### config.mk
export PLATFORM = sky130hd
export DESIGN_NAME = record_cell_size_estimator
export DESIGN_NICKNAME = d
export VERILOG_FILES = /design/src/rtl/rcse_pkg.sv /design/src/rtl/rcse_front.sv /design/src/rtl/rcse_queue.sv /design/src/rtl/rcse_back.sv /design/src/rtl/record_cell_size_estimator.sv
export SDC_FILE = /design/constraint.sdc
export NUM_CORES = 1
export LEC_CHECK = 0
export BUFFER_PORTS_ARGS = -buffer_cell sky130_fd_sc_hd__buf_2
export CORE_UTILIZATION = 50
export DETAILED_ROUTE_END_ITERATION = 8
export HOLD_SLACK_MARGIN = 0.12
export PLACE_DENSITY_LB_ADDON = 0.08
export SLEW_MARGIN = 20
export SYNTH_ARGS = -nofsm -noshare
export SYNTH_HDL_FRONTEND = slang
export SYNTH_HIERARCHICAL = 1
export SYNTH_SLANG_ARGS = --single-unit
### constraint.sdc
create_clock -name clock -period 11.7 [get_ports clock]
set_clock_uncertainty 0.15 [all_clocks]
set_input_delay 1.17 -clock clock [delete_from_list [all_inputs] [get_ports clock]]
set_output_delay 1.17 -clock clock [all_outputs]
set_load 0.01 [all_outputs]
### src/rtl/rcse_pkg.sv
// Package for the record cell size estimator: column kinds, queue entry and
// status types, size limits and the serial-size function.
// No dependencies.
`timescale 1ns / 1ps

package rcse_pkg;

   // Widths of the running sums and of one column's increments
   localparam int SUM_W      = 48;
   localparam int HDR_INC_W  = 4;
   localparam int DATA_INC_W = 31;

   localparam logic [SUM_W-1:0] SUM_MAX = {SUM_W{1'b1}};

   // Magnitude limits of the serial-size rule
   localparam logic [63:0] SIZE_LIM_1 = 64'd128;
   localparam logic [63:0] SIZE_LIM_2 = 64'd32768;
   localparam logic [63:0] SIZE_LIM_3 = 64'd8388608;
   localparam logic [63:0] SIZE_LIM_4 = 64'd2147483648;
   localparam logic [63:0] SIZE_LIM_6 = 64'd140737488355328;

   // Header bias for text and blob columns
   localparam logic [63:0] TEXT_BIAS = 64'd12;
   localparam logic [63:0] BLOB_BIAS = 64'd13;

   typedef enum logic [2:0] {
      KIND_NULL    = 3'd0,
      KIND_INTEGER = 3'd1,
      KIND_FLOAT   = 3'd2,
      KIND_TEXT    = 3'd3,
      KIND_BLOB    = 3'd4
   } kind_type;

   // One classified column as it waits in the queue
   typedef struct packed {
      logic [HDR_INC_W-1:0]  hdr_inc;
      logic [DATA_INC_W-1:0] data_inc;
      logic                  last;
   } col_entry_type;

   // Fill status of the queue
   typedef struct packed {
      logic full;
      logic empty;
   } queue_status_type;

   // Bytes needed for a value; a negative value is sized by its complement.
   function automatic logic [HDR_INC_W-1:0] serial_size(input logic [63:0] raw);
      logic [63:0]          mag;
      logic [HDR_INC_W-1:0] res;
      mag = raw[63] ? ~raw : raw;
      if (mag < SIZE_LIM_1) begin
         res = 4'd1;
      end else if (mag < SIZE_LIM_2) begin
         res = 4'd2;
      end else if (mag < SIZE_LIM_3) begin
         res = 4'd3;
      end else if (mag < SIZE_LIM_4) begin
         res = 4'd4;
      end else if (mag < SIZE_LIM_6) begin
         res = 4'd6;
      end else begin
         res = 4'd8;
      end
      return res;
   endfunction

endpackage

### src/rtl/rcse_front.sv
// Front end of the record cell size estimator: takes column beats and turns
// each into header and data increments for the queue. Depends on rcse_pkg.
`timescale 1ns / 1ps

module rcse_front import rcse_pkg::*; (
   input  logic             req_valid,
   output logic             req_ready,
   input  logic [2:0]       req_kind,
   input  logic [63:0]      req_int_value,
   input  logic [63:0]      req_float_bits,
   input  logic [30:0]      req_byte_length,
   input  logic             req_last_column,
   input  queue_status_type q_status,
   output logic             push,
   output col_entry_type    entry
);

   localparam logic [10:0] EXP_BIAS = 11'd1023;
   localparam logic [10:0] EXP_TOP  = 11'd1069;
   localparam logic [5:0]  EXP_LIM_1 = 6'd7;
   localparam logic [5:0]  EXP_LIM_2 = 6'd15;
   localparam logic [5:0]  EXP_LIM_3 = 6'd23;
   localparam logic [5:0]  EXP_LIM_4 = 6'd31;

   // Data bytes of a float. An integral value has magnitude in
   // [2^e, 2^(e+1)), so every size limit (a power of two) is decided by the
   // exponent. A negative value is sized from magnitude minus one, which
   // drops below a limit also when the magnitude equals that power exactly.
   function automatic logic [HDR_INC_W-1:0] float_data_bytes(input logic [63:0] bits);
      logic                 neg;
      logic [10:0]          bexp;
      logic [51:0]          mant;
      logic [5:0]           e;
      logic                 on_edge;
      logic [HDR_INC_W-1:0] res;
      neg     = bits[63];
      bexp    = bits[62:52];
      mant    = bits[51:0];
      e       = 6'(bexp - EXP_BIAS);
      on_edge = neg && (mant == '0);
      if (bexp == '0) begin
         res = (mant != '0) ? 4'd8 : 4'd0;
      end else if (bexp < EXP_BIAS || bexp > EXP_TOP) begin
         res = 4'd8;
      end else if ((mant & ({52{1'b1}} >> e)) != '0) begin
         res = 4'd8;
      end else if (!neg && e == '0) begin
         res = 4'd0;
      end else if (e < EXP_LIM_1 || (on_edge && e == EXP_LIM_1)) begin
         res = 4'd1;
      end else if (e < EXP_LIM_2 || (on_edge && e == EXP_LIM_2)) begin
         res = 4'd2;
      end else if (e < EXP_LIM_3 || (on_edge && e == EXP_LIM_3)) begin
         res = 4'd3;
      end else if (e < EXP_LIM_4 || (on_edge && e == EXP_LIM_4)) begin
         res = 4'd4;
      end else begin
         res = 4'd6;
      end
      return res;
   endfunction

   logic [63:0] twice_len;

   // Accept a beat whenever the queue has room
   assign req_ready = !q_status.full;
   assign push      = req_valid && req_ready;
   assign twice_len = {32'd0, req_byte_length, 1'b0};

   // Classify the column
   always_comb begin
      entry.last     = req_last_column;
      entry.hdr_inc  = '0;
      entry.data_inc = '0;
      case (req_kind)
         KIND_NULL: begin
            entry.hdr_inc = 4'd1;
         end
         KIND_INTEGER: begin
            entry.hdr_inc = 4'd1;
            if (req_int_value[63:1] != '0) begin
               entry.data_inc = DATA_INC_W'(serial_size(req_int_value));
            end
         end
         KIND_FLOAT: begin
            entry.hdr_inc  = 4'd1;
            entry.data_inc = DATA_INC_W'(float_data_bytes(req_float_bits));
         end
         KIND_TEXT: begin
            entry.hdr_inc  = serial_size(twice_len + TEXT_BIAS);
            entry.data_inc = req_byte_length;
         end
         KIND_BLOB: begin
            entry.hdr_inc  = serial_size(twice_len + BLOB_BIAS);
            entry.data_inc = req_byte_length;
         end
         default: begin
            entry.hdr_inc  = '0;
            entry.data_inc = '0;
         end
      endcase
   end

endmodule

### src/rtl/rcse_queue.sv
// Short queue of classified columns between the front and back ends of the
// record cell size estimator. Depends on rcse_pkg.
`timescale 1ns / 1ps

module rcse_queue import rcse_pkg::*; #(
   parameter int DEPTH = 4
) (
   input  logic             clock,
   input  logic             reset,
   input  logic             push,
   input  col_entry_type    push_entry,
   input  logic             pop,
   output col_entry_type    pop_entry,
   output queue_status_type q_status
);

   localparam int PTR_W = $clog2(DEPTH);
   localparam int CNT_W = $clog2(DEPTH + 1);
   localparam logic [PTR_W-1:0] PTR_LAST = PTR_W'(DEPTH - 1);
   localparam logic [CNT_W-1:0] CNT_FULL = CNT_W'(DEPTH);

   col_entry_type    slot_ff [DEPTH];
   logic [PTR_W-1:0] wr_ptr_ff, wr_ptr_in;
   logic [PTR_W-1:0] rd_ptr_ff, rd_ptr_in;
   logic [CNT_W-1:0] count_ff, count_in;

   assign q_status.full  = (count_ff == CNT_FULL);
   assign q_status.empty = (count_ff == '0);
   assign pop_entry      = slot_ff[rd_ptr_ff];

   // Pointer and fill count update
   always_comb begin
      wr_ptr_in = wr_ptr_ff;
      rd_ptr_in = rd_ptr_ff;
      count_in  = count_ff;
      if (push) begin
         wr_ptr_in = (wr_ptr_ff == PTR_LAST) ? '0 : wr_ptr_ff + 1'b1;
      end
      if (pop) begin
         rd_ptr_in = (rd_ptr_ff == PTR_LAST) ? '0 : rd_ptr_ff + 1'b1;
      end
      if (push && !pop) begin
         count_in = count_ff + 1'b1;
      end else if (pop && !push) begin
         count_in = count_ff - 1'b1;
      end
   end

   always_ff @(posedge clock) begin
      if (reset) begin
         wr_ptr_ff <= '0;
         rd_ptr_ff <= '0;
         count_ff  <= '0;
      end else begin
         wr_ptr_ff <= wr_ptr_in;
         rd_ptr_ff <= rd_ptr_in;
         count_ff  <= count_in;
      end
   end

   // Entry storage
   always_ff @(posedge clock) begin
      if (push) begin
         slot_ff[wr_ptr_ff] <= push_entry;
      end
   end

endmodule

### src/rtl/rcse_back.sv
// Back end of the record cell size estimator: running header and data sums
// and the pipelined total for the last column. Depends on rcse_pkg.
`timescale 1ns / 1ps

module rcse_back import rcse_pkg::*; (
   input  logic               clock,
   input  logic               reset,
   input  queue_status_type   q_status,
   input  col_entry_type      col,
   output logic               pop,
   output logic               rsp_valid,
   input  logic               rsp_ready,
   output logic [SUM_W-1:0]   rsp_record_size
);

   logic               advance;
   logic [SUM_W:0]     hdr_wide, data_wide;
   logic [SUM_W-1:0]   hdr_next, data_next;
   logic [SUM_W-1:0]   hdr_sum_ff, hdr_sum_in;
   logic [SUM_W-1:0]   data_sum_ff, data_sum_in;
   logic               s2_valid_ff, s2_valid_in;
   logic [SUM_W-1:0]   s2_hdr_ff, s2_data_ff;
   logic               s3_valid_ff;
   logic [SUM_W:0]     s3_hs_ff, s3_hs_in;
   logic [SUM_W:0]     s3_hd_ff, s3_hd_in;
   logic               s4_valid_ff;
   logic [HDR_INC_W-1:0] s4_size_ff, s4_size_in;
   logic [SUM_W:0]     s4_hd_ff;
   logic [SUM_W+1:0]   total_wide;
   logic [SUM_W-1:0]   total_in;
   logic               rsp_valid_ff;
   logic [SUM_W-1:0]   rsp_size_ff;

   // The whole pipeline moves unless a result waits untaken
   assign advance = !rsp_valid_ff || rsp_ready;
   assign pop     = advance && !q_status.empty;

   // Saturating accumulation of one column
   always_comb begin
      hdr_wide  = {1'b0, hdr_sum_ff} + (SUM_W + 1)'(col.hdr_inc);
      data_wide = {1'b0, data_sum_ff} + (SUM_W + 1)'(col.data_inc);
      hdr_next  = hdr_wide[SUM_W] ? SUM_MAX : hdr_wide[SUM_W-1:0];
      data_next = data_wide[SUM_W] ? SUM_MAX : data_wide[SUM_W-1:0];
      hdr_sum_in  = hdr_sum_ff;
      data_sum_in = data_sum_ff;
      s2_valid_in = 1'b0;
      if (pop) begin
         s2_valid_in = col.last;
         hdr_sum_in  = col.last ? '0 : hdr_next;
         data_sum_in = col.last ? '0 : data_next;
      end
   end

   always_ff @(posedge clock) begin
      if (reset) begin
         hdr_sum_ff  <= '0;
         data_sum_ff <= '0;
      end else begin
         hdr_sum_ff  <= hdr_sum_in;
         data_sum_ff <= data_sum_in;
      end
   end

   // Header plus its own size, and header plus data
   assign s3_hs_in = {1'b0, s2_hdr_ff} + (SUM_W + 1)'(serial_size(64'(s2_hdr_ff)));
   assign s3_hd_in = {1'b0, s2_hdr_ff} + {1'b0, s2_data_ff};

   // Size of the extended header
   assign s4_size_in = serial_size(64'(s3_hs_ff));

   // Final saturating total
   assign total_wide = {1'b0, s4_hd_ff} + (SUM_W + 2)'(s4_size_ff);
   assign total_in   = (total_wide[SUM_W+1:SUM_W] != '0) ? SUM_MAX : total_wide[SUM_W-1:0];

   // Stage valid bits
   always_ff @(posedge clock) begin
      if (reset) begin
         s2_valid_ff  <= 1'b0;
         s3_valid_ff  <= 1'b0;
         s4_valid_ff  <= 1'b0;
         rsp_valid_ff <= 1'b0;
      end else if (advance) begin
         s2_valid_ff  <= s2_valid_in;
         s3_valid_ff  <= s2_valid_ff;
         s4_valid_ff  <= s3_valid_ff;
         rsp_valid_ff <= s4_valid_ff;
      end
   end

   // Stage payloads
   always_ff @(posedge clock) begin
      if (advance) begin
         s2_hdr_ff   <= hdr_next;
         s2_data_ff  <= data_next;
         s3_hs_ff    <= s3_hs_in;
         s3_hd_ff    <= s3_hd_in;
         s4_size_ff  <= s4_size_in;
         s4_hd_ff    <= s3_hd_ff;
         rsp_size_ff <= total_in;
      end
   end

   assign rsp_valid       = rsp_valid_ff;
   assign rsp_record_size = rsp_size_ff;

endmodule

### src/rtl/record_cell_size_estimator.sv
// Record size estimator: one column beat per cycle, one result per row.
// Throughput is one column per clock while rsp_ready is high; the back
// pipeline and the queue both move one entry per cycle.
// A result shows on rsp_valid once its last column is taken and has passed
// the accumulate register, two sizing stages and the output register.
// Synchronous active-high reset empties the queue and clears both sums.
`timescale 1ns / 1ps

module record_cell_size_estimator import rcse_pkg::*; #(
   parameter int QUEUE_DEPTH = 4
) (
   input  logic         clock,
   input  logic         reset,
   input  logic         req_valid,
   output logic         req_ready,
   input  logic [2:0]   req_kind,
   input  logic [63:0]  req_int_value,
   input  logic [63:0]  req_float_bits,
   input  logic [30:0]  req_byte_length,
   input  logic         req_last_column,
   output logic         rsp_valid,
   input  logic         rsp_ready,
   output logic [47:0]  rsp_record_size
);

   queue_status_type q_status;
   logic             push;
   logic             pop;
   col_entry_type    push_entry;
   col_entry_type    pop_entry;

   // Column classification
   rcse_front u_front (
      .req_valid       (req_valid),
      .req_ready       (req_ready),
      .req_kind        (req_kind),
      .req_int_value   (req_int_value),
      .req_float_bits  (req_float_bits),
      .req_byte_length (req_byte_length),
      .req_last_column (req_last_column),
      .q_status        (q_status),
      .push            (push),
      .entry           (push_entry)
   );

   // Decoupling queue
   rcse_queue #(
      .DEPTH (QUEUE_DEPTH)
   ) u_queue (
      .clock      (clock),
      .reset      (reset),
      .push       (push),
      .push_entry (push_entry),
      .pop        (pop),
      .pop_entry  (pop_entry),
      .q_status   (q_status)
   );

   // Accumulation and total
   rcse_back u_back (
      .clock           (clock),
      .reset           (reset),
      .q_status        (q_status),
      .col             (pop_entry),
      .pop             (pop),
      .rsp_valid       (rsp_valid),
      .rsp_ready       (rsp_ready),
      .rsp_record_size (rsp_record_size)
   );

endmodule

==> impl_results.md <==
- Outcome: finished clean
- # setup viols final: 0
- Max-slew violation count: 0
- Reg2reg setup slack: roughly 6.6 ns
- Post-synth ARST share: 0%
- Initial antenna violation count: 3
- WHS Endpoint: u_back/s4_hd_ff[18]$_DFFE_PN_
- Least-Margin Pin Slew: roughly 1.1 ns
- Tmin final: 5.15 ns
- CTS resizes: 0
- Port Buffers: 215
- Largest net degree at the start of global routing: 117
- Area grow syn2layout: 12.5%
- CP Launch Type: flop
- Ys flop type: edfxtp_1
- Io pins: 217
- Total grt overflow: 0
- Worst Path Required: between 10 and 15 ns
- Core Box Area: around 0.057 sq mm
- Max clock buf depth: 3
- Setup TNS: 0 ns
- Relative slew slack: between 20 and 30%
- CP Data Arrival Time: 5.47 ns
- EDFF count, synth: roughly 430
- Cell variety after synth: 121
- Finished layout cell area: 0.0323 sq mm
- Pwr dens: roughly 220 mW/mm^2
- DP Area: between 0.03 and 0.04 sq mm
- Leakage: 13.1 nW
- Top cells by area, synth: edfxtp_1 (45%), dfxtp_1 (7.6%), ha_1 (4.4%)
- Hold path cells: 0
- Max_cap viols: 0
- Mapped Area: between 0.02 and 0.03 sq mm
- Die Span Y: around 240 um
- HP Class: reg -> reg
- Layout cells sized above 1: 14.6%
- Final Non-Filler Cells: between 3k and 4k
- DRC viols: 0
- CTS Buf Count: 57
- FF-to-FF End: u_back/data_sum_ff[2]$_SDFFE_PP0P_
- Post-DRT Antenna Nets: 0
- RSZ-0062 raised after global routing: false
- Peak VDD IR: 0.118 mV
- Worst-Skew Late Latency: roughly 0.61 ns
- Yosys Warn Count: 6
- F_max: 194 MHz
- H-tree levels: 2
- Synthesis-stage register bit count: 541
- DR pass1 iterations: 6
- Fin. Hold Viols: 0
- Initial drt markers: between 1k and 1.5k
- Cells after synthesis: 2560
- CTS tree: built
- Crit-path max FO: 36
- Die width: roughly 240 um
- CTS clk-pin slew, worst paths: 0.06 ns
- Cell taking the most area after synthesis: edfxtp_1
- WL final: about 66000 um
- CTS root buf: clkbuf_16
- Hold WS: 0.265 ns
- Fillers: approximately 4.8k
- Via count: around 21k
- GP Congestion: around 0.94
- Critical hold path startpoint: u_back/s3_hd_ff[18]$_DFFE_PN_
- Rows: between 80 and 90
- Total GRT Usage: 22.4%
- Yosys top cell area share: between 40% and 50%
- Final core occ: a little under three fifths
- CP Capture Type: flop
- Placed Cells: 3457
- Final nets: approximately 3.0k
- Clock sink count: 541
- Initial Utilization: between 50% and 60%
- Post-place setup slack: between 6 and 7 ns
- Post-synthesis sequential area ratio: a little over half
- DP HPWL: 48100 um
- First-pass GRT wire length: between 100000 and 150000 um
- Post-DR vias/cell: about 5.8
- Average size of a mapped cell: approximately 11 sq um
- # Post-CTS Setup Buffers: 0
- Pwr Total: ~7.0 mW
- Crit share post-route: between 40% and 50%
- Cts hold-fix bufs: 0
- R2R depth: 15
- Setup CP Type: reg -> reg
- Die area: between 0.05 and 0.06 sq mm
- Setup WS post-layout: 6.55 ns
- Post-Syn Nets: roughly 2.8k
- Number of global-route vias before repair: ~20k
- DR WL/cell: approximately 19 um
[synthesized netlist by cell type (6+ instances only)]
library cell and n:
and2_1 52, mux4_2 30, a31oi_1 39, xnor2_1 110, nand2_1 271, a211o_1 7, a22o_1 24, o21bai_1 16
nor2_1 169, o21a_1 29, and4_1 24, or3_1 14, a22oi_1 31, xor2_1 91, edfxtp_1 432, clkbuf_1 56
nor2b_1 19, a21boi_0 7, a41oi_1 6, buf_2 20, o211ai_1 12, a21oi_1 141, buf_4 7, mux2i_1 8
nand2b_1 20, a211oi_1 14, o211a_1 7, o21ai_1 6, nand3_1 83, o31ai_1 11, inv_1 69, dfxtp_1 109
o21ai_0 101, mux4_1 6, nor3_1 41, nor4_1 56, and3_1 48, or4_1 10, o22ai_1 13, ha_1 102
a21o_1 40, nand4_1 62
[worst max-delay path by stage]
stage                     depth (start not counted)                                 end  slack (ns)
after floorplan                                  13    u_queue/count_ff[2]$_SDFFE_PP0P_        2.74
after global placement                           15  u_back/data_sum_ff[2]$_SDFFE_PP0P_        6.58
after detailed placement                         15  u_back/data_sum_ff[2]$_SDFFE_PP0P_        6.51
after CTS                                        15  u_back/data_sum_ff[2]$_SDFFE_PP0P_        6.50
after global routing                             15  u_back/data_sum_ff[2]$_SDFFE_PP0P_        6.20
final                                            15  u_back/data_sum_ff[2]$_SDFFE_PP0P_        6.55
[where the power goes]
| part | internal (mW) | switching [mW] | leakage (nW) |
|---|---|---|---|
| logic | 0.919 | 1.46 | 6.67 |
| registers | 2.62 | 0.216 | 5.55 |
| clock network | 1.04 | 0.725 | 0.901 |
| total | 4.58 | 2.40 | 13.1 |
[critical path, cell delays in order, from the launching register on]
cell	delay (ns)
dfxtp_2	0.31
buf_4	0.56
mux4_1	0.66
ha_1	0.25
inv_1	0.07
fa_1	0.18
nor2b_1	0.07
o21ai_0	0.45
a21oi_1	0.17
or4_1	0.64
a21o_1	0.26
nand4b_1	0.38
buf_4	0.36
o21ai_0	0.20
a22oi_1	0.17
nor2_1	0.06
[metal layers]
metal | share of wire [%] | vias up | wire [um] | GRT usage [%]
met1 | 44 | 10000 | 28900 | 29.1
li1 | - | 10100 | - | -
met4 | 2.5 | 2 | 1630 | 6.84
met3 | 5.1 | 116 | 3380 | 2.82
met2 | 49 | 574 | 32400 | 38.9
met5 | 0.020 | - | 13 | 0
[layout make-up]
class	instances	area, sq um	area share [%]
flip-flops and latches	541	15200	46.9
multi-input cells	1851	12800	39.6
clock buffers	74	1560	4.84
repair buffers	239	1280	3.95
well taps	756	946	2.93
clock inverters	31	283	0.876
inverters	71	274	0.849
diodes	2	5.00	0.0155
[cells by family (layout without fill, tap and decap cells)]
group	after synthesis	count (layout)	synth area share, %
other	1	3	0.0131
AND/OR/NAND/NOR	923	923	16.7
flip-flops	541	541	52.8
AO/OA/AOI/OAI	569	569	13.3
multiplexers	47	47	3.30
buffers and inverters	168	415	2.73
XOR/XNOR	203	203	6.28
adder cells (fa/ha/maj)	108	108	4.83
[state kept, by name, summed over array words and instances (netlist names), 48 cells and up, named ones only]
register                cells
u_back/s2_data_ff          48
u_queue/slot_ff           144
u_back/data_sum_ff         48
u_back/s2_hdr_ff           48
u_back/rsp_record_size     48
u_back/s3_hd_ff            49
u_back/s4_hd_ff            49
u_back/hdr_sum_ff          48
[cell usage in the layout (no fill, tap or decap), drive strengths merged, types with 45 or more instances in the layout]
cell type  count
edfxtp       432
nand2        273
buf          239
nor2         172
a21oi        142
xnor2        111
dfxtp        109
o21ai        107
ha           102
xor2          92
nand3         84
clkbuf        74
inv           71
nand4         63
nor4          61
and2          54
and3          49
nor3          45
No activity file was read; power rests on OpenSTA's default activity.
